==> config.mk <==
export PLATFORM = sky130hd
export DESIGN_NAME = orl_ctrl
export DESIGN_NICKNAME = d
export VERILOG_FILES = /design/src/sv/orl_pkg.sv /design/src/sv/orl_ctrl.sv
export SDC_FILE = /design/constraint.sdc
export NUM_CORES = 1
export LEC_CHECK = 0
export BUFFER_PORTS_ARGS = -buffer_cell sky130_fd_sc_hd__buf_4
export CAP_MARGIN = 25
export CELL_PAD_IN_SITES_DETAIL_PLACEMENT = 0
export CELL_PAD_IN_SITES_GLOBAL_PLACEMENT = 1
export CORE_MARGIN = 2
export CORE_UTILIZATION = 25
export CTS_BUF_LIST = sky130_fd_sc_hd__clkbuf_4 sky130_fd_sc_hd__clkbuf_8
export CTS_CLUSTER_DIAMETER = 50
export DETAILED_ROUTE_END_ITERATION = 10
export PLACE_DENSITY_LB_ADDON = 0.25
export SLEW_MARGIN = 10
export SYNTH_ARGS = -nofsm -noshare
export SYNTH_HDL_FRONTEND = slang
export SYNTH_SLANG_ARGS = --single-unit
==> constraint.sdc <==
create_clock -name clk -period 6.9 [get_ports clk]
set_input_delay 1.725 -clock clk [delete_from_list [all_inputs] [get_ports clk]]
set_output_delay 1.725 -clock clk [all_outputs]
set_load 0.01 [all_outputs]
==> src/sv/orl_pkg.sv <==
// Shared types, constants and command structures for the ordered record list.
package orl_pkg;

	// Capacity of the list and derived index widths.
	localparam int DEPTH = 32;
	localparam int IDX_W = (DEPTH > 1) ? $clog2(DEPTH) : 1;
	localparam int CNT_W = $clog2(DEPTH + 1);

	// Fixed field widths of the item and result ports.
	localparam int MODE_W = 4;
	localparam int POS_W = 6;
	localparam int ID_W = 32;
	localparam int GRADE_W = 32;
	localparam int STAT_W = 2;
	localparam int OCNT_W = 6;

	// Width that holds both a position and a length plus one without overflow.
	localparam int CMP_W = CNT_W + POS_W;

	// Operation codes carried by the mode field.
	typedef enum logic [MODE_W-1:0] {
		MODE_CLEAR     = 4'd0,
		MODE_INS_FRONT = 4'd1,
		MODE_INS_BACK  = 4'd2,
		MODE_INS_AT    = 4'd3,
		MODE_DEL_FRONT = 4'd4,
		MODE_DEL_BACK  = 4'd5,
		MODE_DEL_AT    = 4'd6,
		MODE_SEARCH    = 4'd7,
		MODE_COUNT     = 4'd8,
		MODE_DUMP      = 4'd9
	} mode_t;

	// Status codes of a result.
	typedef enum logic [STAT_W-1:0] {
		STAT_OK    = 2'd0,
		STAT_FULL  = 2'd1,
		STAT_EMPTY = 2'd2,
		STAT_RANGE = 2'd3
	} status_t;

	// Controller states.
	typedef enum logic {
		ST_IDLE,
		ST_WALK
	} state_t;

	// Operation broadcast to every cell of the chain.
	typedef enum logic [1:0] {
		CELL_HOLD,
		CELL_INS,
		CELL_DEL,
		CELL_ROT
	} cell_op_t;

	typedef struct packed {
		cell_op_t         op;
		logic [IDX_W-1:0] k;
		logic [IDX_W-1:0] last_idx;
	} cell_cmd_t;

endpackage

==> src/sv/orl_ctrl.sv <==
// Controller: length, operation decode, walk sequencing and the result register.
module orl_ctrl (
	input  logic                            clk,
	input  logic                            arst_n,
	input  logic                            in_valid,
	output logic                            in_stall,
	input  logic [orl_pkg::MODE_W-1:0]      mode,
	input  logic [orl_pkg::POS_W-1:0]       position,
	input  logic [orl_pkg::ID_W-1:0]        record_id,
	input  logic [orl_pkg::ID_W-1:0]        head_id,
	input  logic [orl_pkg::GRADE_W-1:0]     head_grade,
	output orl_pkg::cell_cmd_t              cmd,
	output logic                            out_valid,
	input  logic                            out_stall,
	output logic [orl_pkg::STAT_W-1:0]      status,
	output logic                            found,
	output logic [orl_pkg::OCNT_W-1:0]      entry_count,
	output logic [orl_pkg::ID_W-1:0]        out_id,
	output logic [orl_pkg::GRADE_W-1:0]     out_grade,
	output logic                            last
);

	orl_pkg::state_t             state_q, state_d;
	logic [orl_pkg::CNT_W-1:0]   len_q, len_d;
	logic [orl_pkg::IDX_W-1:0]   cnt_q, cnt_d;
	logic                        dump_q, dump_d;
	logic [orl_pkg::ID_W-1:0]    key_q, key_d;
	logic                        found_q, found_d;

	logic                        ov_q;
	orl_pkg::status_t            status_q;
	logic                        found_o_q;
	logic [orl_pkg::OCNT_W-1:0]  count_o_q;
	logic [orl_pkg::ID_W-1:0]    id_o_q;
	logic [orl_pkg::GRADE_W-1:0] grade_o_q;
	logic                        last_o_q;

	logic                        slot_free;
	logic                        acc;
	logic                        full;
	logic                        empty;
	logic                        hit;
	logic                        fin;
	logic [orl_pkg::IDX_W-1:0]   last_idx;
	logic [orl_pkg::IDX_W-1:0]   pos_idx;
	logic [orl_pkg::CMP_W-1:0]   pos_w;
	logic [orl_pkg::CMP_W-1:0]   len_w;

	logic                        ld;
	orl_pkg::status_t            r_status;
	logic                        r_found;
	logic [orl_pkg::ID_W-1:0]    r_id;
	logic [orl_pkg::GRADE_W-1:0] r_grade;
	logic                        r_last;

	// Shared decode terms.
	assign slot_free = !ov_q || !out_stall;
	assign in_stall = !((state_q == orl_pkg::ST_IDLE) && slot_free);
	assign acc = in_valid && !in_stall;
	assign full = (len_q >= orl_pkg::CNT_W'(orl_pkg::DEPTH));
	assign empty = (len_q == '0);
	assign last_idx = orl_pkg::IDX_W'(len_q - orl_pkg::CNT_W'(1));
	assign pos_idx = orl_pkg::IDX_W'(position - orl_pkg::POS_W'(1));
	assign pos_w = orl_pkg::CMP_W'(position);
	assign len_w = orl_pkg::CMP_W'(len_q);
	assign hit = (head_id == key_q);
	assign fin = (cnt_q == last_idx);

	// Next state, cell command and result for each operation.
	always_comb begin
		state_d = state_q;
		len_d = len_q;
		cnt_d = cnt_q;
		dump_d = dump_q;
		key_d = key_q;
		found_d = found_q;
		cmd.op = orl_pkg::CELL_HOLD;
		cmd.k = '0;
		cmd.last_idx = last_idx;
		ld = 1'b0;
		r_status = orl_pkg::STAT_OK;
		r_found = 1'b0;
		r_id = '0;
		r_grade = '0;
		r_last = 1'b1;

		if (state_q == orl_pkg::ST_IDLE) begin
			if (acc) begin
				ld = 1'b1;
				case (orl_pkg::mode_t'(mode))
					orl_pkg::MODE_CLEAR: begin
						len_d = '0;
					end
					orl_pkg::MODE_INS_FRONT, orl_pkg::MODE_INS_BACK: begin
						if (full) begin
							r_status = orl_pkg::STAT_FULL;
						end else begin
							cmd.op = orl_pkg::CELL_INS;
							cmd.k = (orl_pkg::mode_t'(mode) == orl_pkg::MODE_INS_FRONT) ?
								'0 : orl_pkg::IDX_W'(len_q);
							len_d = len_q + orl_pkg::CNT_W'(1);
						end
					end
					orl_pkg::MODE_INS_AT: begin
						if (full) begin
							r_status = orl_pkg::STAT_FULL;
						end else if (position == '0 ||
								pos_w > len_w + orl_pkg::CMP_W'(1)) begin
							r_status = orl_pkg::STAT_RANGE;
						end else begin
							cmd.op = orl_pkg::CELL_INS;
							cmd.k = pos_idx;
							len_d = len_q + orl_pkg::CNT_W'(1);
						end
					end
					orl_pkg::MODE_DEL_FRONT, orl_pkg::MODE_DEL_BACK: begin
						if (empty) begin
							r_status = orl_pkg::STAT_EMPTY;
						end else begin
							cmd.op = orl_pkg::CELL_DEL;
							cmd.k = (orl_pkg::mode_t'(mode) == orl_pkg::MODE_DEL_FRONT) ?
								'0 : last_idx;
							len_d = len_q - orl_pkg::CNT_W'(1);
						end
					end
					orl_pkg::MODE_DEL_AT: begin
						if (empty) begin
							r_status = orl_pkg::STAT_EMPTY;
						end else if (position == '0 || pos_w > len_w) begin
							r_status = orl_pkg::STAT_RANGE;
						end else begin
							cmd.op = orl_pkg::CELL_DEL;
							cmd.k = pos_idx;
							len_d = len_q - orl_pkg::CNT_W'(1);
						end
					end
					orl_pkg::MODE_SEARCH, orl_pkg::MODE_DUMP: begin
						if (empty) begin
							if (orl_pkg::mode_t'(mode) == orl_pkg::MODE_DUMP) begin
								r_status = orl_pkg::STAT_EMPTY;
							end
						end else begin
							// Walk the list by rotating it once through the head cell.
							ld = 1'b0;
							state_d = orl_pkg::ST_WALK;
							cnt_d = '0;
							found_d = 1'b0;
							key_d = record_id;
							dump_d = (orl_pkg::mode_t'(mode) == orl_pkg::MODE_DUMP);
						end
					end
					default: begin
					end
				endcase
			end
		end else begin
			// One rotation step per cycle while the result register can take a value.
			if (slot_free) begin
				cmd.op = orl_pkg::CELL_ROT;
				found_d = found_q || hit;
				cnt_d = cnt_q + orl_pkg::IDX_W'(1);
				if (dump_q) begin
					ld = 1'b1;
					r_id = head_id;
					r_grade = head_grade;
					r_last = fin;
				end else if (fin) begin
					ld = 1'b1;
					r_found = found_q || hit;
				end
				if (fin) begin
					state_d = orl_pkg::ST_IDLE;
				end
			end
		end
	end

	// Control registers.
	always_ff @(posedge clk or negedge arst_n) begin
		if (!arst_n) begin
			state_q <= orl_pkg::ST_IDLE;
			len_q <= '0;
			ov_q <= 1'b0;
		end else begin
			state_q <= state_d;
			len_q <= len_d;
			if (ld) begin
				ov_q <= 1'b1;
			end else if (!out_stall) begin
				ov_q <= 1'b0;
			end
		end
	end

	// Walk bookkeeping and the result payload.
	always_ff @(posedge clk) begin
		cnt_q <= cnt_d;
		dump_q <= dump_d;
		key_q <= key_d;
		found_q <= found_d;
		if (ld) begin
			status_q <= r_status;
			found_o_q <= r_found;
			count_o_q <= orl_pkg::OCNT_W'(len_d);
			id_o_q <= r_id;
			grade_o_q <= r_grade;
			last_o_q <= r_last;
		end
	end

	assign out_valid = ov_q;
	assign status = status_q;
	assign found = found_o_q;
	assign entry_count = count_o_q;
	assign out_id = id_o_q;
	assign out_grade = grade_o_q;
	assign last = last_o_q;

`ifndef SYNTH
	// The length never exceeds the capacity.
	a_len_bound: assert property (@(posedge clk) disable iff (!arst_n)
		len_q <= orl_pkg::CNT_W'(orl_pkg::DEPTH))
		else $error("list length above capacity");

	// A walk only runs over a non-empty list and stays within it.
	a_walk_range: assert property (@(posedge clk) disable iff (!arst_n)
		state_q == orl_pkg::ST_WALK |-> (!empty && cnt_q <= last_idx))
		else $error("walk outside the list");

	// The list length does not change during a walk.
	a_walk_len: assert property (@(posedge clk) disable iff (!arst_n)
		state_q == orl_pkg::ST_WALK |=> $stable(len_q))
		else $error("length changed during a walk");

	// A waiting result is not overwritten while the receiver stalls.
	a_no_overwrite: assert property (@(posedge clk) disable iff (!arst_n)
		(ov_q && out_stall) |-> !ld)
		else $error("result overwritten under stall");
`endif

endmodule
# Word level (Yosys, flattened, before mapping)

Index checks and enable logic that the tools add are counted.

Bits in registers: 121
Input port bits: 110

$add $sub $neg: 5
Magnitude comparators: 3
Equality and inequality tests: 13
Muxes and demuxes: 56
Bitwise gates (word level): 5
Reduce and logical (&&, ||, !) cells: 22

Operators with widths:

| cell                | number |
|---|---|
| $mux 6              | 11 |
| $mux 5              | 8 |
| $eq 32x32->1        | 1 |
| $pmux 6 s5          | 1 |
| $mux 7              | 4 |
| $pmux 7 s4          | 1 |
| $mux 1              | 21 |
| $mux 2              | 9 |
| $eq 4x3->1 const B  | 4 |
| $logic_not 6->1     | 2 |
| $pmux 2 s5          | 1 |
| $eq 4x2->1 const B  | 2 |
| $reduce_and 4->1    | 2 |
| $reduce_or 2->1     | 4 |
| $add 6x1->7 const B | 1 |
| $gt 6x7->1          | 1 |
| $add 6x1->6 const B | 1 |
| $ge 6x6->1 const B  | 1 |
| $gt 6x6->1          | 1 |
| $sub 6x1->6 const B | 1 |
| $add 5x1->5 const B | 1 |
| $eq 5x5->1          | 1 |
| $not 1->1           | 5 |
| $sub 5x1->5 const B | 1 |
| 11 further kinds    | 19 |

# Logic depth before layout (Yosys ltp)

Depth after elaboration: 8
Depth in mapped cells: 12

# Worst setup path after synthesis

OpenSTA, ideal clock, no wires.

Kind: input to register
From: input mode[1] (netlist name)
To: register count_o_q (netlist bit entry_count[0]), enable pin
Data arrival time: 5909 ps
Path slack: 459 ps
Stages: 5
Path buffers: 2
Cells stage by stage: clkbuf_2 clkbuf_1 o21ai_0 and3_1 o22ai_1

Cells in the longest elaborated chain, start to end: 5
Elaborated cells between the ends (all ways): 6
Classes of those cells: 2 x eq/ne; 3 x mux; 1 x reduce/logical

Ends and longest elaborated chain:

| element                                         | line            | text |
|---|---|---|
| from (decl)                                     | orl_ctrl.sv:7   | `input logic [orl_pkg::MODE_W-1:0] mode,` |
| $eq 4x4->1 / $eq 4x3->1 (equally long branches) | orl_ctrl.sv:90  | `case (orl_pkg::mode_t'(mode))` |
| $reduce_or 2->1 *                               | orl_ctrl.sv:90  |  |
| $mux 1 *                                        | orl_ctrl.sv:90  |  |
| $mux 1 *                                        | orl_ctrl.sv:88  | `if (acc) begin` |
| $mux 1 *                                        | orl_ctrl.sv:87  | `if (state_q == orl_pkg::ST_IDLE) begin` |
| via ld                                          | orl_ctrl.sv:49  | `logic ld;` |
| to (signal assigned)                            | orl_ctrl.sv:204 | `count_o_q <= orl_pkg::OCNT_W'(len_d);` |
| to (decl)                                       | orl_ctrl.sv:33  | `logic [orl_pkg::OCNT_W-1:0] count_o_q;` |

The timed path passes the listed nets; every way through them passes the cells marked *.
A chain may end at the register's enable or synchronous reset.

==> results.sh <==
export IMPL_status="finished clean"
export IMPL_antenna_violations_before_repair=0
export IMPL_critical_path_endpoint_type="primary output"
export IMPL_holdPathEnd="found_q$_SDFFCE_PN0P_"
export IMPL_floorplan_initialDensity_pct=25.2
export IMPL_tightestPinTransition_ns=0.569
export IMPL_grt_max_degree=66
export IMPL_critPathMostFrequentCell="sky130_fd_sc_hd__nor2_1"
export IMPL_maximum_fanout_encountered_on_the_critical_timing_path=7
export IMPL_seq_power_share_pct=39.8
export IMPL_power_share_clock_pct=24.5
export IMPL_timing_final_hold_violations=0
export IMPL_total_leakage_power_nw=3.23
export IMPL_hold_depth=2
export IMPL_initialDrtViolationCount=229
export IMPL_drcViolationCount=0
export IMPL_r2r_cells=9
export IMPL_rrSetupSlack_ns=3.25
export IMPL_total_wire_length_after_detailed_routing_um=16400
export IMPL_yosys_most_used_dff="sky130_fd_sc_hd__edfxtp_1"
export IMPL_synth_yosys_seq_area_share_pct=61.3
export IMPL_number_of_flip_flops_and_latches_in_the_synthesized_netlist=121
export IMPL_final_layout_size_suffix_gt1_share_pct=37.0
export IMPL_floorplan_die_area_um2=24700
export IMPL_power_per_cell_area_nw_per_um2=364
export IMPL_startpoint_class="input port"
export IMPL_max_slew_margin_pct=62.1
export IMPL_postCtsResizedCells=0
export IMPL_setup_violations_final=0
export IMPL_portBuffers=197
export IMPL_layout_filler_cells=2348
export IMPL_synth_enable_flop_cells=113
export IMPL_power_ir_vdd_worst_mv=0.122
export IMPL_cts_max_level=4
export IMPL_postCtsSetupRepairBufs=0
export IMPL_route_detailed_vias_per_inst=4.30
export IMPL_dieWidth_um=157
export IMPL_clk_transition_reported_paths_ns=0.07
export IMPL_cts_max_path_buffers=2
export IMPL_final_nets=796
export IMPL_crit_arrival_ns=3.79
export IMPL_setup_tns_final_ns=0
export IMPL_layout_common_cells="200 x sky130_fd_sc_hd__buf_4, 113 x sky130_fd_sc_hd__edfxtp_1, 71 x sky130_fd_sc_hd__and2_1"
export IMPL_grt_first_pass_wirelength_um=24500
export IMPL_routabilityCongestion=0.801
export IMPL_power_combinational_fraction_pct=35.8
export IMPL_io_pins=198
export IMPL_cts_tree="built"
export IMPL_final_min_clock_period_ns=5.52
export IMPL_mappedNetlistNets=592
export IMPL_fmax_mhz=181
export IMPL_crit_reg2reg_capture="out_grade[23]$_SDFFCE_PN0P_"
export IMPL_drt_pre_antenna_iters=4
export IMPL_timing_setup_critical_path_class="in2out"
export IMPL_cts_sink_count=121
export IMPL_crit_reg2reg_launch="len_q[0]$_DFF_PN0_"
export IMPL_timing_critical_path_slowest_cell_delay_ns=0.35
export IMPL_drv_max_cap_violation_count=0
export IMPL_final_util_pct=35.2
export IMPL_track_usage_pct=13.2
export IMPL_finalMaxSlewViolations=0
export IMPL_area_growth_synth_to_final_pct=39.5
export IMPL_core_region_area_um2=23300
export IMPL_via_count_of_the_first_global_routing_pass=4436
export IMPL_wire_per_inst_um=16.4
export IMPL_clk_insertion_delay_late_ns=0.43
export IMPL_insertedDiodeCount=0
export IMPL_most_common_cell_after_layout_fill_and_taps_aside="sky130_fd_sc_hd__buf_4"
export IMPL_hold_path_startpoint="found_q$_SDFFCE_PN0P_"
export IMPL_dp_hpwl_um=12400
export IMPL_drt_antenna_violating_nets=0
export IMPL_grt_overflow_total=0
export IMPL_syn_mean_instance_area_um2=12.6
export IMPL_post_cts_hold_buffer_count=0
export IMPL_ys_warnings_count=0
export IMPL_vias=4302
export IMPL_internal_power_w=0.00197
export IMPL_power_share_switching_pct=33.7
export IMPL_slowest_stage="sky130_fd_sc_hd__nor2_1"
export IMPL_row_count=56
export IMPL_tritoncts_num_buffers=17
export IMPL_holdCritPathClass="reg2reg"
export IMPL_min_period_over_period_pct=80.0
export IMPL_final_setup_skew_ns=0.00932
export IMPL_switching_power_w=0.00101
export IMPL_rsz0062_at_grt="false"
export IMPL_async_reset_ff_share_pct=6.61
export IMPL_critPathRequiredTime_ns=5.18
export IMPL_cts_root_buf="sky130_fd_sc_hd__clkbuf_8"
export IMPL_cp_cell_sequence="buf_4 > ha_1 > a211oi_2 > nor2_1 > o32a_1 > nor2_1 > a21o_1 > a221oi_1 > nor2_1 > buf_4"
export IMPL_postSynthCellCount=464
export IMPL_netlist_area_um2=5870
export IMPL_yosysUniqueCellTypes=59
export IMPL_floorplan_die_height_um=157
-- worst max-delay path by stage --
stage | start | end | slack [ns] | cells past startpoint
after detailed placement | position[3] | cmd[7] | 1.40 | 10
after global routing | len_q[0]$_DFF_PN0_ | cmd[7] | 1.14 | 12
final | position[3] | cmd[7] | 1.38 | 10
after global placement | position[3] | cmd[5] | 1.45 | 10
after floorplan | mode[1] | entry_count[0]$_DFFE_PP_ | 0.46 | 5
after CTS | position[3] | cmd[7] | 1.39 | 10
-- cells by family (layout without fill, tap and decap cells) --
group                    Yosys count  count (layout)  share of synthesized area, %
XOR/XNOR                          51              51                          7.74
flip-flops                       121             121                          61.3
AO/OA/AOI/OAI                     60              60                          7.04
multiplexers                       1               1                         0.192
AND/OR/NAND/NOR                  177             177                          16.9
adder cells (fa/ha/maj)           19              19                          4.01
buffers and inverters             35             252                          2.88
-- worst max-delay path: cells and delay by family --
family	cells	cell delay [ns]
AO/OA/AOI/OAI	4	0.92
buffers and inverters	2	0.26
AND/OR/NAND/NOR	3	0.56
adder cells (fa/ha/maj)	1	0.32
-- final cells by class --
cell class	count	area [um2]	area share (%)
flip-flops and latches	121	3590	43.9
inverters	18	67.6	0.826
multi-input cells	308	2130	26.0
repair buffers	202	1540	18.8
well taps	319	399	4.88
clock buffers	17	234	2.86
clock inverters	15	223	2.72
-- routing by layer --
layer  up-vias  global-route usage, %  routed length, um
met3        18                   3.99               1370
li1       2085                      -                  -
met5         -                      0                  0
met2       181                   21.5               7670
met1      2018                   16.4               7090
met4         0                   5.28                263
-- sequential cells by signal, indices dropped and copies added, names as in the netlist, 2 cells and up --
register     flops
cnt_q            5
entry_count      6
key_q           32
len_q            6
out_grade       32
out_id          32
status           2
-- synthesized netlist by cell type, types with 2 or more instances --
master | instances | area, um2
sky130_fd_sc_hd__edfxtp_1 | 113 | 3390
sky130_fd_sc_hd__and2_1 | 71 | 444
sky130_fd_sc_hd__xnor2_1 | 46 | 403
sky130_fd_sc_hd__nand2_1 | 26 | 97.6
sky130_fd_sc_hd__nor2_1 | 21 | 78.8
sky130_fd_sc_hd__ha_1 | 18 | 225
sky130_fd_sc_hd__inv_1 | 17 | 63.8
sky130_fd_sc_hd__nand3_1 | 14 | 70.1
sky130_fd_sc_hd__o21ai_0 | 13 | 65.1
sky130_fd_sc_hd__nand4_1 | 11 | 68.8
sky130_fd_sc_hd__a21oi_1 | 10 | 50.1
sky130_fd_sc_hd__clkbuf_1 | 10 | 37.5
sky130_fd_sc_hd__dfrtp_1 | 8 | 200
sky130_fd_sc_hd__and3_1 | 7 | 43.8
sky130_fd_sc_hd__a21o_1 | 5 | 37.5
sky130_fd_sc_hd__nor3_1 | 5 | 25.0
sky130_fd_sc_hd__nor4_1 | 5 | 31.3
sky130_fd_sc_hd__o211ai_1 | 4 | 30.0
sky130_fd_sc_hd__xor2_1 | 4 | 35.0
sky130_fd_sc_hd__a21oi_2 | 3 | 26.3
sky130_fd_sc_hd__a31oi_1 | 3 | 18.8
sky130_fd_sc_hd__nor2b_1 | 3 | 18.8
sky130_fd_sc_hd__o22ai_1 | 3 | 18.8
sky130_fd_sc_hd__a221oi_1 | 2 | 17.5
sky130_fd_sc_hd__a222oi_1 | 2 | 20.0
sky130_fd_sc_hd__and2b_2 | 2 | 17.5
sky130_fd_sc_hd__and3_2 | 2 | 15.0
sky130_fd_sc_hd__buf_2 | 2 | 10.0
sky130_fd_sc_hd__buf_4 | 2 | 15.0
sky130_fd_sc_hd__nand2b_1 | 2 | 12.5
sky130_fd_sc_hd__or3_1 | 2 | 12.5
-- power groups by stage --
stage | registers [W] | logic [W] | clock network, W
floorplan | 0.00126 | 0.000508 | 0
global placement | 0.00120 | 0.00106 | 0
detailed placement | 0.00120 | 0.00108 | 0
CTS | 0.00119 | 0.00108 | 0.000754
global route | 0.00121 | 0.00117 | 0.000790
finish | 0.00119 | 0.00107 | 0.000729
-- stage by stage --
step	cell area, um2	hold WS [ns]	cells	setup WS (ns)	total power (W)
after floorplan	5870	0.543	464	0.459	0.00177
after global placement	7690	0.572	966	1.45	0.00226
after detailed placement	7690	0.570	966	1.40	0.00228
after CTS	8140	0.589	998	1.39	0.00302
after global routing	8180	0.632	1000	1.14	0.00317
final	8180	0.587	1000	1.38	0.00298
Note: power is estimated with default switching activity, not from simulation.
