### src/sv/orl_pkg.sv
// Shared types, constants and command structures for the ordered record list.
package orl_pkg;

	// Capacity of the list and derived index widths.
	localparam int DEPTH = 32;
	localparam int IDX_W = (DEPTH > 1) ? $clog2(DEPTH) : 1;
	localparam int CNT_W = $clog2(DEPTH + 1);

	// Fixed field widths of the item and result ports.
	localparam int MODE_W = 4;
	localparam int POS_W = 6;
	localparam int ID_W = 32;
	localparam int GRADE_W = 32;
	localparam int STAT_W = 2;
	localparam int OCNT_W = 6;

	// Width that holds both a position and a length plus one without overflow.
	localparam int CMP_W = CNT_W + POS_W;

	// Operation codes carried by the mode field.
	typedef enum logic [MODE_W-1:0] {
		MODE_CLEAR     = 4'd0,
		MODE_INS_FRONT = 4'd1,
		MODE_INS_BACK  = 4'd2,
		MODE_INS_AT    = 4'd3,
		MODE_DEL_FRONT = 4'd4,
		MODE_DEL_BACK  = 4'd5,
		MODE_DEL_AT    = 4'd6,
		MODE_SEARCH    = 4'd7,
		MODE_COUNT     = 4'd8,
		MODE_DUMP      = 4'd9
	} mode_t;

	// Status codes of a result.
	typedef enum logic [STAT_W-1:0] {
		STAT_OK    = 2'd0,
		STAT_FULL  = 2'd1,
		STAT_EMPTY = 2'd2,
		STAT_RANGE = 2'd3
	} status_t;

	// Controller states.
	typedef enum logic {
		ST_IDLE,
		ST_WALK
	} state_t;

	// Operation broadcast to every cell of the chain.
	typedef enum logic [1:0] {
		CELL_HOLD,
		CELL_INS,
		CELL_DEL,
		CELL_ROT
	} cell_op_t;

	typedef struct packed {
		cell_op_t         op;
		logic [IDX_W-1:0] k;
		logic [IDX_W-1:0] last_idx;
	} cell_cmd_t;

endpackage

### src/sv/orl_cell.sv
// One list cell: holds a record and takes a neighbor's, the head's or the new record on command.
module orl_cell (
	input  logic                            clk,
	input  logic [orl_pkg::IDX_W-1:0]       idx,
	input  orl_pkg::cell_cmd_t              cmd,
	input  logic [orl_pkg::ID_W-1:0]        left_id,
	input  logic [orl_pkg::GRADE_W-1:0]     left_grade,
	input  logic [orl_pkg::ID_W-1:0]        right_id,
	input  logic [orl_pkg::GRADE_W-1:0]     right_grade,
	input  logic [orl_pkg::ID_W-1:0]        head_id,
	input  logic [orl_pkg::GRADE_W-1:0]     head_grade,
	input  logic [orl_pkg::ID_W-1:0]        new_id,
	input  logic [orl_pkg::GRADE_W-1:0]     new_grade,
	output logic [orl_pkg::ID_W-1:0]        id_q,
	output logic [orl_pkg::GRADE_W-1:0]     grade_q
);

	logic [orl_pkg::ID_W-1:0]    id_d;
	logic [orl_pkg::GRADE_W-1:0] grade_d;

	// Pick the source of this cell's next record from its place relative to k, or to last_idx for a rotation.
	always_comb begin
		id_d = id_q;
		grade_d = grade_q;
		case (cmd.op)
			orl_pkg::CELL_INS: begin
				if (idx == cmd.k) begin
					id_d = new_id;
					grade_d = new_grade;
				end else if (idx > cmd.k) begin
					id_d = left_id;
					grade_d = left_grade;
				end
			end
			orl_pkg::CELL_DEL: begin
				if (idx >= cmd.k) begin
					id_d = right_id;
					grade_d = right_grade;
				end
			end
			orl_pkg::CELL_ROT: begin
				if (idx == cmd.last_idx) begin
					id_d = head_id;
					grade_d = head_grade;
				end else if (idx < cmd.last_idx) begin
					id_d = right_id;
					grade_d = right_grade;
				end
			end
			default: begin
			end
		endcase
	end

	// Record storage needs no reset: only cells below the length are read.
	always_ff @(posedge clk) begin
		id_q <= id_d;
		grade_q <= grade_d;
	end

endmodule

### config.mk
export PLATFORM = sky130hd
export DESIGN_NAME = orl_cell
export DESIGN_NICKNAME = d
export VERILOG_FILES = /design/src/sv/orl_pkg.sv /design/src/sv/orl_cell.sv
export SDC_FILE = /design/constraint.sdc
export NUM_CORES = 1
export LEC_CHECK = 0
export ABC_AREA = 0
export BUFFER_PORTS_ARGS = -buffer_cell sky130_fd_sc_hd__buf_2
export CORE_AREA = 2 2 129 131
export CTS_CLUSTER_DIAMETER = 40
export CTS_CLUSTER_SIZE = 16
export DETAILED_ROUTE_END_ITERATION = 16
export DIE_AREA = 0 0 131 133
export SLEW_MARGIN = 20
export SYNTH_ARGS = -nofsm -noshare
export SYNTH_HDL_FRONTEND = slang
export SYNTH_SLANG_ARGS = --single-unit
### constraint.sdc
create_clock -name clk -period 5.6 [get_ports clk]
set_input_delay 0.28 -clock clk [delete_from_list [all_inputs] [get_ports clk]]
set_output_delay 0.28 -clock clk [all_outputs]
set_load 0.01 [all_outputs]
Yosys cells after proc, flatten, opt, wreduce, memory -nomap -nowiden
Cells that the tools add are included.
{"block": "word_totals", "register_bits": 64, "output_inout_bits": 64, "wordCells": 27, "in_bits": 274}
{"block": "op_classes", "reduce_logical": 2, "magnitude_cmp": 3, "muxes": 12, "eq_ne": 8}
{"operator": "two-way mux 32 bit", "count": 10}
{"operator": "one-hot mux 32 bit (3 select lines)", "count": 2}
{"operator": "equality test 5 bit", "count": 2}
{"operator": "inequality test 3 bit (second input constant)", "count": 2}
{"operator": ">= comparator 5 bit", "count": 1}
{"operator": "greater-than comparator 5 bit", "count": 1}
{"operator": "< comparator 5 bit", "count": 1}
{"operator": "equality test 2 bit (second input constant)", "count": 2}
{"operator": "AND reduction 4 bit", "count": 1}
{"operator": "nonzero test 3 bit", "count": 1}
{"operator": "equality test 2 x 1 -> 1 bit (second input constant)", "count": 1}
{"operator": "inequality test 2 bit (second input constant)", "count": 1}

Longest topological paths before layout
Gate-level depths: netlist of run 1.
{"block": "depth", "ltp_word": 4, "mapped_depth": 8, "ltp_nobuf": 6}

Worst setup path before layout of run 1
Ideal clock, no wire load.
{"block": "synth_timing", "path_kind": "input-to-reg", "from": "input port cmd[4] in the netlist's numbering", "to": "register grade_q[0] in the netlist's numbering (enable)", "required_time_ps": 5086, "path_buffers": 0, "t_arrival_ps": 4138, "path_slack_ps": 948, "path_stages": 4, "setup_time_ps": 514, "path_cell_list": "inv_1 > ha_1 > a211o_1 > o221ai_1"}
{"block": "synth_between", "elab_chain_cells": 3, "elab_cells_between_ends": 4, "classes_between": "order compare (1); eq/ne (2); reduce/logical (1)"}
{"item": "start: declaration", "line": "orl_cell.sv:5", "text": "input orl_pkg::cell_cmd_t cmd,"}
{"item": "< comparator 5 bit / equality test 5 bit (equally long branches)", "line": "orl_cell.sv:45, orl_cell.sv:42"}
{"item": "inequality test 3 bit (no source line) *"}
{"item": "AND reduction 4 bit (no source line) *"}
{"item": "end signal: assignment", "line": "orl_cell.sv:58", "text": "grade_q <= grade_d;"}
{"item": "end: declaration", "line": "orl_cell.sv:15", "text": "output logic [orl_pkg::GRADE_W-1:0] grade_q"}
Every way passes the cells marked *; elsewhere a longest branch is shown, timed or not.
A chain may end at the register's enable or synchronous reset.

Final worst setup path of run 1
{"block": "layout_timing", "from": "input port cmd[11] in the netlist's numbering", "to": "register id_q[31] in the netlist's numbering (enable)"}
{"block": "layout_between", "elab_chain_cells": 3, "elab_cells_between_ends": 8, "classes_between": "eq/ne (6); reduce/logical (2)"}
{"item": "equality test 2 bit / equality test 2 x 1 -> 1 bit (equally long branches)", "line": "orl_cell.sv:25", "text": "case (cmd.op)"}
{"item": "inequality test 3 bit (no source line) (tied with other cells)"}
{"item": "AND reduction 4 bit (no source line) *"}
{"item": "end signal: assignment", "line": "orl_cell.sv:57", "text": "id_q <= id_d;"}
{"item": "end: declaration", "line": "orl_cell.sv:14", "text": "output logic [orl_pkg::ID_W-1:0] id_q,"}
Marks and branches as above.

==> run_summary.xml, run 1 <==
<?xml version="1.0" encoding="UTF-8"?>
<metrics>
  <group name="cts">
    <metric name="post_cts_buffers" unit="">0</metric>
    <metric name="cts_max_level" unit="">3</metric>
    <metric name="cts_made_buffers" unit="">9</metric>
    <metric name="post_cts_resized" unit="">0</metric>
    <metric name="holdBufCountCts" unit="">0</metric>
    <metric name="tritoncts" unit="">yes</metric>
    <metric name="path_clk_slew" unit="ns">0.05</metric>
    <metric name="clock_path_buffers" unit="">2</metric>
    <metric name="clockRootBuffer" unit="">sky130_fd_sc_hd__clkbuf_16</metric>
    <metric name="cts.sink_count" unit="">64</metric>
  </group>
  <group name="floorplan">
    <metric name="core-area" unit="um2">16200</metric>
    <metric name="floorplan.io_pins" unit="">338</metric>
    <metric name="initial_core_util" unit="%">25.9</metric>
    <metric name="die_w" unit="um">131</metric>
    <metric name="floorplan.die_area" unit="um2">17400</metric>
    <metric name="overall_die_height" unit="um">133</metric>
    <metric name="num_rows" unit="">47</metric>
  </group>
  <group name="global_routing">
    <metric name="largest_net_degree_at_the_start_of_global_routing" unit="">65</metric>
    <metric name="via_count_of_the_first_global_routing_pass" unit="">3838</metric>
    <metric name="grt_pass1_wl" unit="um">19100</metric>
    <metric name="grt_util_all_layers" unit="%">14.5</metric>
    <metric name="antenna_found_initial" unit="">1</metric>
    <metric name="globalRoute.totalOverflow" unit="">0</metric>
  </group>
  <group name="yosys">
    <metric name="yosys.area_share.xor_xnor" unit="%">0.209</metric>
    <metric name="synth_top_cells_by_area" unit="">sky130_fd_sc_hd__edfxtp_1 (46%), sky130_fd_sc_hd__a22oi_2 (18%), sky130_fd_sc_hd__mux2i_1 (15%), sky130_fd_sc_hd__o21ai_1 (7.2%), sky130_fd_sc_hd__ha_1 (3.0%)</metric>
    <metric name="asr_flop_ratio_synth" unit="%">0</metric>
    <metric name="synth-simple-area-share" unit="%">1.43</metric>
    <metric name="synthesis.area" unit="um2">4190</metric>
    <metric name="synth_fa_ha_area_share" unit="%">2.98</metric>
    <metric name="synth_net_count" unit="">606</metric>
    <metric name="synth-edff-count" unit="">64</metric>
    <metric name="synthCells" unit="">322</metric>
    <metric name="post-synth-top-area-fraction" unit="%">45.8</metric>
    <metric name="synthMuxAreaShare" unit="%">15.3</metric>
    <metric name="synth_compound_gate_area_share" unit="%">27.6</metric>
    <metric name="synth_top_family_by_area" unit="">compound AO/OA/AOI/OAI gates</metric>
    <metric name="synth.lib_cells_used.distinct" unit="">27</metric>
    <metric name="synthesis.area_per_instance" unit="um2">13.0</metric>
    <metric name="synth_seq_cells" unit="">64</metric>
    <metric name="synth.yosys.warnings" unit="">0</metric>
    <metric name="netlist.top_cell.by_area" unit="">sky130_fd_sc_hd__edfxtp_1</metric>
    <metric name="synth_flop_cell" unit="">sky130_fd_sc_hd__edfxtp_1</metric>
    <metric name="synth_cell_count_leaders" unit="">sky130_fd_sc_hd__edfxtp_1 (64), sky130_fd_sc_hd__mux2i_1 (64), sky130_fd_sc_hd__a22oi_2 (60), sky130_fd_sc_hd__o21ai_1 (60), sky130_fd_sc_hd__inv_1 (11)</metric>
    <metric name="synth-seq-area-share" unit="%">45.8</metric>
  </group>
  <group name="setup_path">
    <metric name="worstSetupStartpointType" unit="">primary input</metric>
    <metric name="crit_arrival" unit="ns">2.73</metric>
    <metric name="path_class" unit="">in2reg</metric>
    <metric name="worstPathMaxFanout" unit="">36</metric>
    <metric name="timing.critical_path.to_type" unit="">flip-flop</metric>
    <metric name="worst-endpoint-required" unit="ns">5.56</metric>
  </group>
  <group name="pwr">
    <metric name="power_density" unit="nW/um2">243</metric>
    <metric name="pwr-share-clk" unit="%">30.7</metric>
    <metric name="leakage" unit="nW">3.12</metric>
    <metric name="power_switching" unit="uW">411</metric>
    <metric name="seq_power_share" unit="%">43.1</metric>
    <metric name="sw_frac_of_total" unit="%">27.2</metric>
    <metric name="max_ir_drop_vdd" unit="mV">0.126</metric>
    <metric name="combinationalPowerShare" unit="%">26.2</metric>
    <metric name="internal_power" unit="mW">1.10</metric>
  </group>
  <group name="sta">
    <metric name="maxClockFrequency" unit="GHz">0.361</metric>
    <metric name="grt_setup_unrepaired" unit="">false</metric>
    <metric name="fin_crit_sh" unit="%">49.4</metric>
    <metric name="timing.max_slew.rel_slack" unit="%">34.3</metric>
    <metric name="final_max_slew_viol_count" unit="">0</metric>
    <metric name="timing.final.setup_violations" unit="">0</metric>
    <metric name="period_minus_slack" unit="ns">2.77</metric>
    <metric name="fin_hold_ws" unit="ns">0.256</metric>
    <metric name="tightest_slew" unit="ns">0.985</metric>
    <metric name="setup_tns" unit="ns">0</metric>
    <metric name="hold_viol" unit="">0</metric>
  </group>
  <group name="place">
    <metric name="place.gp.congestion" unit="">0.769</metric>
    <metric name="dp.cells" unit="">857</metric>
    <metric name="quantity_of_i_o_buffers_inserted_on_ports" unit="">337</metric>
    <metric name="post-dp-hpwl" unit="um">10300</metric>
  </group>
  <group name="layout">
    <metric name="multi_input_area" unit="um2">2030</metric>
    <metric name="layoutNonFillerInstCount" unit="">871</metric>
    <metric name="seqCellArea" unit="um2">1920</metric>
    <metric name="post_route_cells_drive_above_1_share" unit="%">63.8</metric>
    <metric name="final_core_util" unit="%">38.5</metric>
    <metric name="finalNetCount" unit="">932</metric>
    <metric name="area_growth" unit="%">48.6</metric>
    <metric name="fill_cells" unit="">1639</metric>
  </group>
  <group name="routing">
    <metric name="ant_nets" unit="">0</metric>
    <metric name="drt-total-wl" unit="um">13200</metric>
    <metric name="drt_drc_violations_left" unit="">0</metric>
    <metric name="routed-via-count" unit="">3893</metric>
    <metric name="drt_first_pass_iters" unit="">4</metric>
    <metric name="drt_first_iter_violations" unit="">104</metric>
    <metric name="routed_via_density" unit="">4.47</metric>
    <metric name="wl_per_cell" unit="um">15.2</metric>
  </group>
  <group name="worst_hold_path">
    <metric name="worstHoldStart" unit="">right_id[29]</metric>
    <metric name="min_delay_worst_endpoint" unit="">id_q[29]$_DFFE_PP_</metric>
    <metric name="timing.hold.worst_path_depth" unit="">3</metric>
    <metric name="class_of_the_tightest_hold_or_removal_check" unit="">in2reg</metric>
  </group>
  <group name="flow_run">
    <metric name="cap_violations" unit="">0</metric>
  </group>
  <group name="outcome">
    <metric name="status" unit="">completed</metric>
  </group>
</metrics>
[how the worst max path moves through the flow]
stage | from | end | slack [ns] | cells past startpoint
after floorplan | cmd[4] | grade_q[0]$_DFFE_PP_ | 0.95 | 4
after global placement | cmd[11] | id_q[30]$_DFFE_PP_ | 2.42 | 7
after detailed placement | cmd[11] | id_q[31]$_DFFE_PP_ | 2.39 | 7
after CTS | cmd[11] | id_q[31]$_DFFE_PP_ | 2.76 | 7
after global routing | cmd[11] | id_q[31]$_DFFE_PP_ | 2.53 | 7
final | cmd[11] | id_q[31]$_DFFE_PP_ | 2.83 | 7
[kinds of logic after synthesis]
| group | after synthesis |
|---|---|
| AOI/OAI and AO/OA | 136 |
| muxes | 64 |
| DFF | 64 |
| buffers and inverters | 38 |
| adders and majority gates | 10 |
| and+or+nand+nor | 9 |
| xor gates and xnor gates | 1 |
[routing by layer]
| metal | up-vias | share of wire (%) | GRT usage [%] |
|---|---|---|---|
| met4 | 0 | 2.5 | 6.38 |
| met3 | 20 | 9.9 | 4.73 |
| met1 | 1726 | 40 | 16.3 |
| met5 | - | 0 | 0 |
| met2 | 213 | 47 | 24.8 |
| li1 | 1934 | - | - |
[cell type report]
cell class	count	area share, %
Sequential cell	64	30.8
Antenna cell	1	0.0402
Multi-Input combinational cell	220	32.5
Clock inverter	4	0.241
Timing Repair Buffer	342	27.7
Inverter	11	0.663
Tap cell	220	4.42
Clock buffer	9	3.61
[cells in the final DEF, fill, tap and decap left out, types with 2 or more instances in the layout]
master	n
sky130_fd_sc_hd__buf_2	337
sky130_fd_sc_hd__mux2i_1	64
sky130_fd_sc_hd__edfxtp_1	64
sky130_fd_sc_hd__a22oi_2	60
sky130_fd_sc_hd__o21ai_1	60
sky130_fd_sc_hd__inv_1	11
sky130_fd_sc_hd__ha_1	10
sky130_fd_sc_hd__clkbuf_16	9
sky130_fd_sc_hd__o21ai_0	5
sky130_fd_sc_hd__buf_4	5
sky130_fd_sc_hd__a22oi_1	4
sky130_fd_sc_hd__clkinv_1	4
sky130_fd_sc_hd__nand2_1	2
sky130_fd_sc_hd__a211oi_1	2
sky130_fd_sc_hd__a21oi_1	2
[power by group through the flow]
stage                     registers [mW]  logic [mW]  clock network (mW)
after global placement             0.660       0.405                   0
final                              0.652       0.396               0.463
after floorplan                    0.721       0.130                   0
after global routing               0.660       0.437               0.506
after detailed placement           0.661       0.405                   0
after CTS                          0.652       0.405               0.487
[critical path, cell delays in order]
cell                       delay (ns)
sky130_fd_sc_hd__buf_2           0.52
sky130_fd_sc_hd__nand2_1         0.22
sky130_fd_sc_hd__nor3_4          0.14
sky130_fd_sc_hd__buf_4           0.45
sky130_fd_sc_hd__inv_1           0.15
sky130_fd_sc_hd__o221ai_4        0.35
sky130_fd_sc_hd__buf_4           0.58
[per-stage QoR]
stage / worst slack [ns] / instance area [um2] / total power, mW
global placement: 2.42 / 5980 / 1.06
floorplan: 0.948 / 4190 / 0.851
CTS: 2.76 / 6220 / 1.54
detailed placement: 2.39 / 5980 / 1.07
global route: 2.53 / 6230 / 1.60
finish: 2.83 / 6230 / 1.51
[registers in the layout, indices dropped and copies added (netlist names)]
signal / flops
id_q: 32
grade_q: 32
No activity file was read; power rests on OpenSTA's default activity.
==> run 2, diff against run 1 <==
--- a/config.mk
+++ b/config.mk
@@ -7,11 +7,11 @@
 export LEC_CHECK = 0
 export ABC_AREA = 0
 export BUFFER_PORTS_ARGS = -buffer_cell sky130_fd_sc_hd__buf_2
-export CORE_AREA = 2 2 129 131
+export CORE_AREA = 2 2 132 134
 export CTS_CLUSTER_DIAMETER = 40
 export CTS_CLUSTER_SIZE = 16
 export DETAILED_ROUTE_END_ITERATION = 16
-export DIE_AREA = 0 0 131 133
+export DIE_AREA = 0 0 134 136
 export SLEW_MARGIN = 20
 export SYNTH_ARGS = -nofsm -noshare
 export SYNTH_HDL_FRONTEND = slang
==> constraint.sdc (replaced) <==
create_clock -name clk -period 2.3 [get_ports clk]
set_input_delay 0.115 -clock clk [delete_from_list [all_inputs] [get_ports clk]]
set_output_delay 0.115 -clock clk [all_outputs]
set_load 0.01 [all_outputs]
==> run 2 against run 1 <==
Via count about the same; sequential share of layout area decreased by 0.55 points; final cell count increased by 0.92%; global-route usage decreased by 0.24 points; design area increased by 1.8%; sequential power increased by 150%; non-clock buffer count increased by 2; first-iteration DRC count increased by 21%; critical endpoint is now grade_q[21]$_DFFE_PP_; highest routed layer unchanged.
==> run_summary.xml, run 2 (synthesis gave the netlist of run 1 again) <==
<?xml version="1.0" encoding="UTF-8"?>
<metrics>
  <group name="outcome">
    <metric name="status" unit="">completed</metric>
  </group>
  <group name="sta">
    <metric name="timing.max_slew.rel_slack" unit="%">52.8</metric>
    <metric name="hold_viol" unit="">0</metric>
    <metric name="fin_hold_ws" unit="ns">0.0820</metric>
    <metric name="fin_crit_sh" unit="%">71.2</metric>
    <metric name="final_max_slew_viol_count" unit="">0</metric>
    <metric name="setup_tns" unit="ns">0</metric>
    <metric name="grt_setup_unrepaired" unit="">false</metric>
    <metric name="maxClockFrequency" unit="GHz">0.610</metric>
    <metric name="timing.final.setup_violations" unit="">0</metric>
    <metric name="period_minus_slack" unit="ns">1.64</metric>
    <metric name="tightest_slew" unit="ns">0.708</metric>
  </group>
  <group name="cts">
    <metric name="post_cts_buffers" unit="">0</metric>
    <metric name="clock_path_buffers" unit="">2</metric>
    <metric name="path_clk_slew" unit="ns">0.06</metric>
    <metric name="holdBufCountCts" unit="">0</metric>
    <metric name="cts_max_level" unit="">3</metric>
    <metric name="tritoncts" unit="">yes</metric>
    <metric name="clockRootBuffer" unit="">sky130_fd_sc_hd__clkbuf_16</metric>
    <metric name="post_cts_resized" unit="">0</metric>
    <metric name="cts_made_buffers" unit="">9</metric>
    <metric name="cts.sink_count" unit="">64</metric>
  </group>
  <group name="setup_path">
    <metric name="cell_by_cell_trace_of_the_critical_path" unit="">buf_2 &gt; ha_1 &gt; a211oi_1 &gt; nor2_1 &gt; a211oi_1 &gt; o221ai_4 &gt; buf_12</metric>
    <metric name="worstPathMaxFanout" unit="">64</metric>
    <metric name="path_class" unit="">in2reg</metric>
    <metric name="timing.critical_path.to_type" unit="">flip-flop</metric>
    <metric name="worstSetupStartpointType" unit="">primary input</metric>
    <metric name="path_delay_family" unit="">compound AO/OA/AOI/OAI gates</metric>
    <metric name="crit_top_cell" unit="">sky130_fd_sc_hd__a211oi_1</metric>
    <metric name="worst-endpoint-required" unit="ns">2.32</metric>
    <metric name="cp_num_buf_inv" unit="">2</metric>
    <metric name="cp_num_cells" unit="">7</metric>
    <metric name="critPathMaxStageDelay" unit="ns">0.36</metric>
    <metric name="cp_slowest_cell" unit="">sky130_fd_sc_hd__a211oi_1</metric>
    <metric name="crit_arrival" unit="ns">1.66</metric>
  </group>
  <group name="worst_hold_path">
    <metric name="timing.hold.worst_path_depth" unit="">3</metric>
    <metric name="worstHoldStart" unit="">right_id[28]</metric>
    <metric name="min_delay_worst_endpoint" unit="">id_q[28]$_DFFE_PP_</metric>
    <metric name="class_of_the_tightest_hold_or_removal_check" unit="">in2reg</metric>
  </group>
  <group name="pwr">
    <metric name="max_ir_drop_vdd" unit="mV">0.318</metric>
    <metric name="power_density" unit="nW/um2">609</metric>
    <metric name="leakage" unit="nW">3.18</metric>
    <metric name="power_switching" unit="mW">1.04</metric>
    <metric name="totalPowerFinal" unit="mW">3.86</metric>
    <metric name="sw_frac_of_total" unit="%">27.0</metric>
    <metric name="pwr-share-clk" unit="%">33.4</metric>
    <metric name="seq_power_share" unit="%">41.3</metric>
    <metric name="combinationalPowerShare" unit="%">25.3</metric>
    <metric name="internal_power" unit="mW">2.82</metric>
  </group>
  <group name="layout">
    <metric name="registers_with_the_highest_flip_flop_counts" unit="">grade_q x32, id_q x32</metric>
    <metric name="post_route_cells_drive_above_1_share" unit="%">64.5</metric>
    <metric name="finish.instance_area" unit="um2">6340</metric>
    <metric name="most_frequent_standard_cell_in_the_layout_excluding_fill_and_tap_cells" unit="">sky130_fd_sc_hd__buf_2</metric>
    <metric name="antennaDiodeCount" unit="">0</metric>
    <metric name="layout.cells.most_common_list" unit="">sky130_fd_sc_hd__buf_2 (337), sky130_fd_sc_hd__mux2i_1 (64), sky130_fd_sc_hd__edfxtp_1 (64), sky130_fd_sc_hd__a22oi_2 (60), sky130_fd_sc_hd__o21ai_1 (60)</metric>
    <metric name="finalNetCount" unit="">934</metric>
    <metric name="area_growth" unit="%">51.3</metric>
  </group>
  <group name="routing">
    <metric name="drt-total-wl" unit="um">13600</metric>
    <metric name="wl_per_cell" unit="um">15.5</metric>
    <metric name="routed-via-count" unit="">3895</metric>
    <metric name="drt_first_iter_violations" unit="">126</metric>
    <metric name="drt_first_pass_iters" unit="">4</metric>
    <metric name="drt_drc_violations_left" unit="">0</metric>
    <metric name="routed_via_density" unit="">4.43</metric>
    <metric name="ant_nets" unit="">0</metric>
  </group>
  <group name="floorplan">
    <metric name="overall_die_height" unit="um">136</metric>
    <metric name="floorplan.io_pins" unit="">338</metric>
    <metric name="floorplan.die_area" unit="um2">18200</metric>
    <metric name="core-area" unit="um2">16900</metric>
    <metric name="num_rows" unit="">48</metric>
    <metric name="initial_core_util" unit="%">24.9</metric>
    <metric name="die_w" unit="um">134</metric>
  </group>
  <group name="global_routing">
    <metric name="globalRouteMet3Util" unit="%">4.06</metric>
    <metric name="antenna_found_initial" unit="">0</metric>
    <metric name="busiest_layer_in_global_routing" unit="">met2</metric>
    <metric name="largest_net_degree_at_the_start_of_global_routing" unit="">65</metric>
    <metric name="globalRoute.totalOverflow" unit="">0</metric>
    <metric name="groute.layer.met2.usage" unit="%">26.2</metric>
    <metric name="via_count_of_the_first_global_routing_pass" unit="">3959</metric>
    <metric name="grt_util_all_layers" unit="%">14.3</metric>
    <metric name="grt_pass1_wl" unit="um">20000</metric>
    <metric name="grt.met1_usage" unit="%">16.1</metric>
  </group>
  <group name="flow_run">
    <metric name="cap_violations" unit="">0</metric>
  </group>
  <group name="place">
    <metric name="dpl_cell_area" unit="um2">6070</metric>
    <metric name="post-dp-hpwl" unit="um">10500</metric>
    <metric name="quantity_of_i_o_buffers_inserted_on_ports" unit="">337</metric>
    <metric name="place.gp.congestion" unit="">0.734</metric>
  </group>
</metrics>
## run 2: cell types whose count changed in the layout (fill, tap and decap cells not counted), moves of 3 or more
cell                       change
sky130_fd_sc_hd__buf_4         -3
sky130_fd_sc_hd__clkinv_2      +3
sky130_fd_sc_hd__buf_12        +5
sky130_fd_sc_hd__clkinv_1      -3
## run 2: how the worst max path moves through the flow
stage,startpoint,to,slack (ns)
after floorplan,cmd[4],grade_q[0]$_DFFE_PP_,0.02
after global placement,idx[2],id_q[4]$_DFFE_PP_,0.38
after detailed placement,idx[2],id_q[12]$_DFFE_PP_,0.36
after CTS,idx[2],id_q[26]$_DFFE_PP_,0.70
after global routing,idx[2],id_q[12]$_DFFE_PP_,0.52
final,idx[2],grade_q[21]$_DFFE_PP_,0.66
## run 2: final cells by class
class | count | area (um2)
Fill cell | 1735 | 10500
Multi-Input combinational cell | 220 | 2020
Clock buffer | 10 | 229
Clock inverter | 5 | 48.8
Sequential cell | 64 | 1920
Tap cell | 225 | 282
Timing Repair Buffer | 344 | 1800
Inverter | 11 | 41.3
## run 2: metrics by stage
| stage | instances | worst slack (ns) | util, % |
|---|---|---|---|
| floorplan | 322 | 0.0186 | - |
| finish | 879 | 0.661 | 37.6 |
| CTS | 879 | 0.704 | 37.6 |
| detailed placement | 864 | 0.355 | 35.9 |
| global placement | 864 | 0.382 | 35.9 |
| global route | 879 | 0.522 | 37.6 |
## run 2: power groups by stage
stage	Combinational, mW	Clock, mW	Sequential, mW
2_1_floorplan	0.326	0	1.74
3_3_place_gp	0.991	0	1.61
3_5_place_dp	0.994	0	1.62
4_1_cts	0.996	1.35	1.60
5_1_grt	1.07	1.38	1.61
6_report	0.975	1.29	1.60
## run 2: per-layer routing
metal / wire length (um) / vias up
met3: 1120 / 10
met4: 150 / 0
met2: 6770 / 195
met5: 0 / -
li1: - / 1943
met1: 5540 / 1747
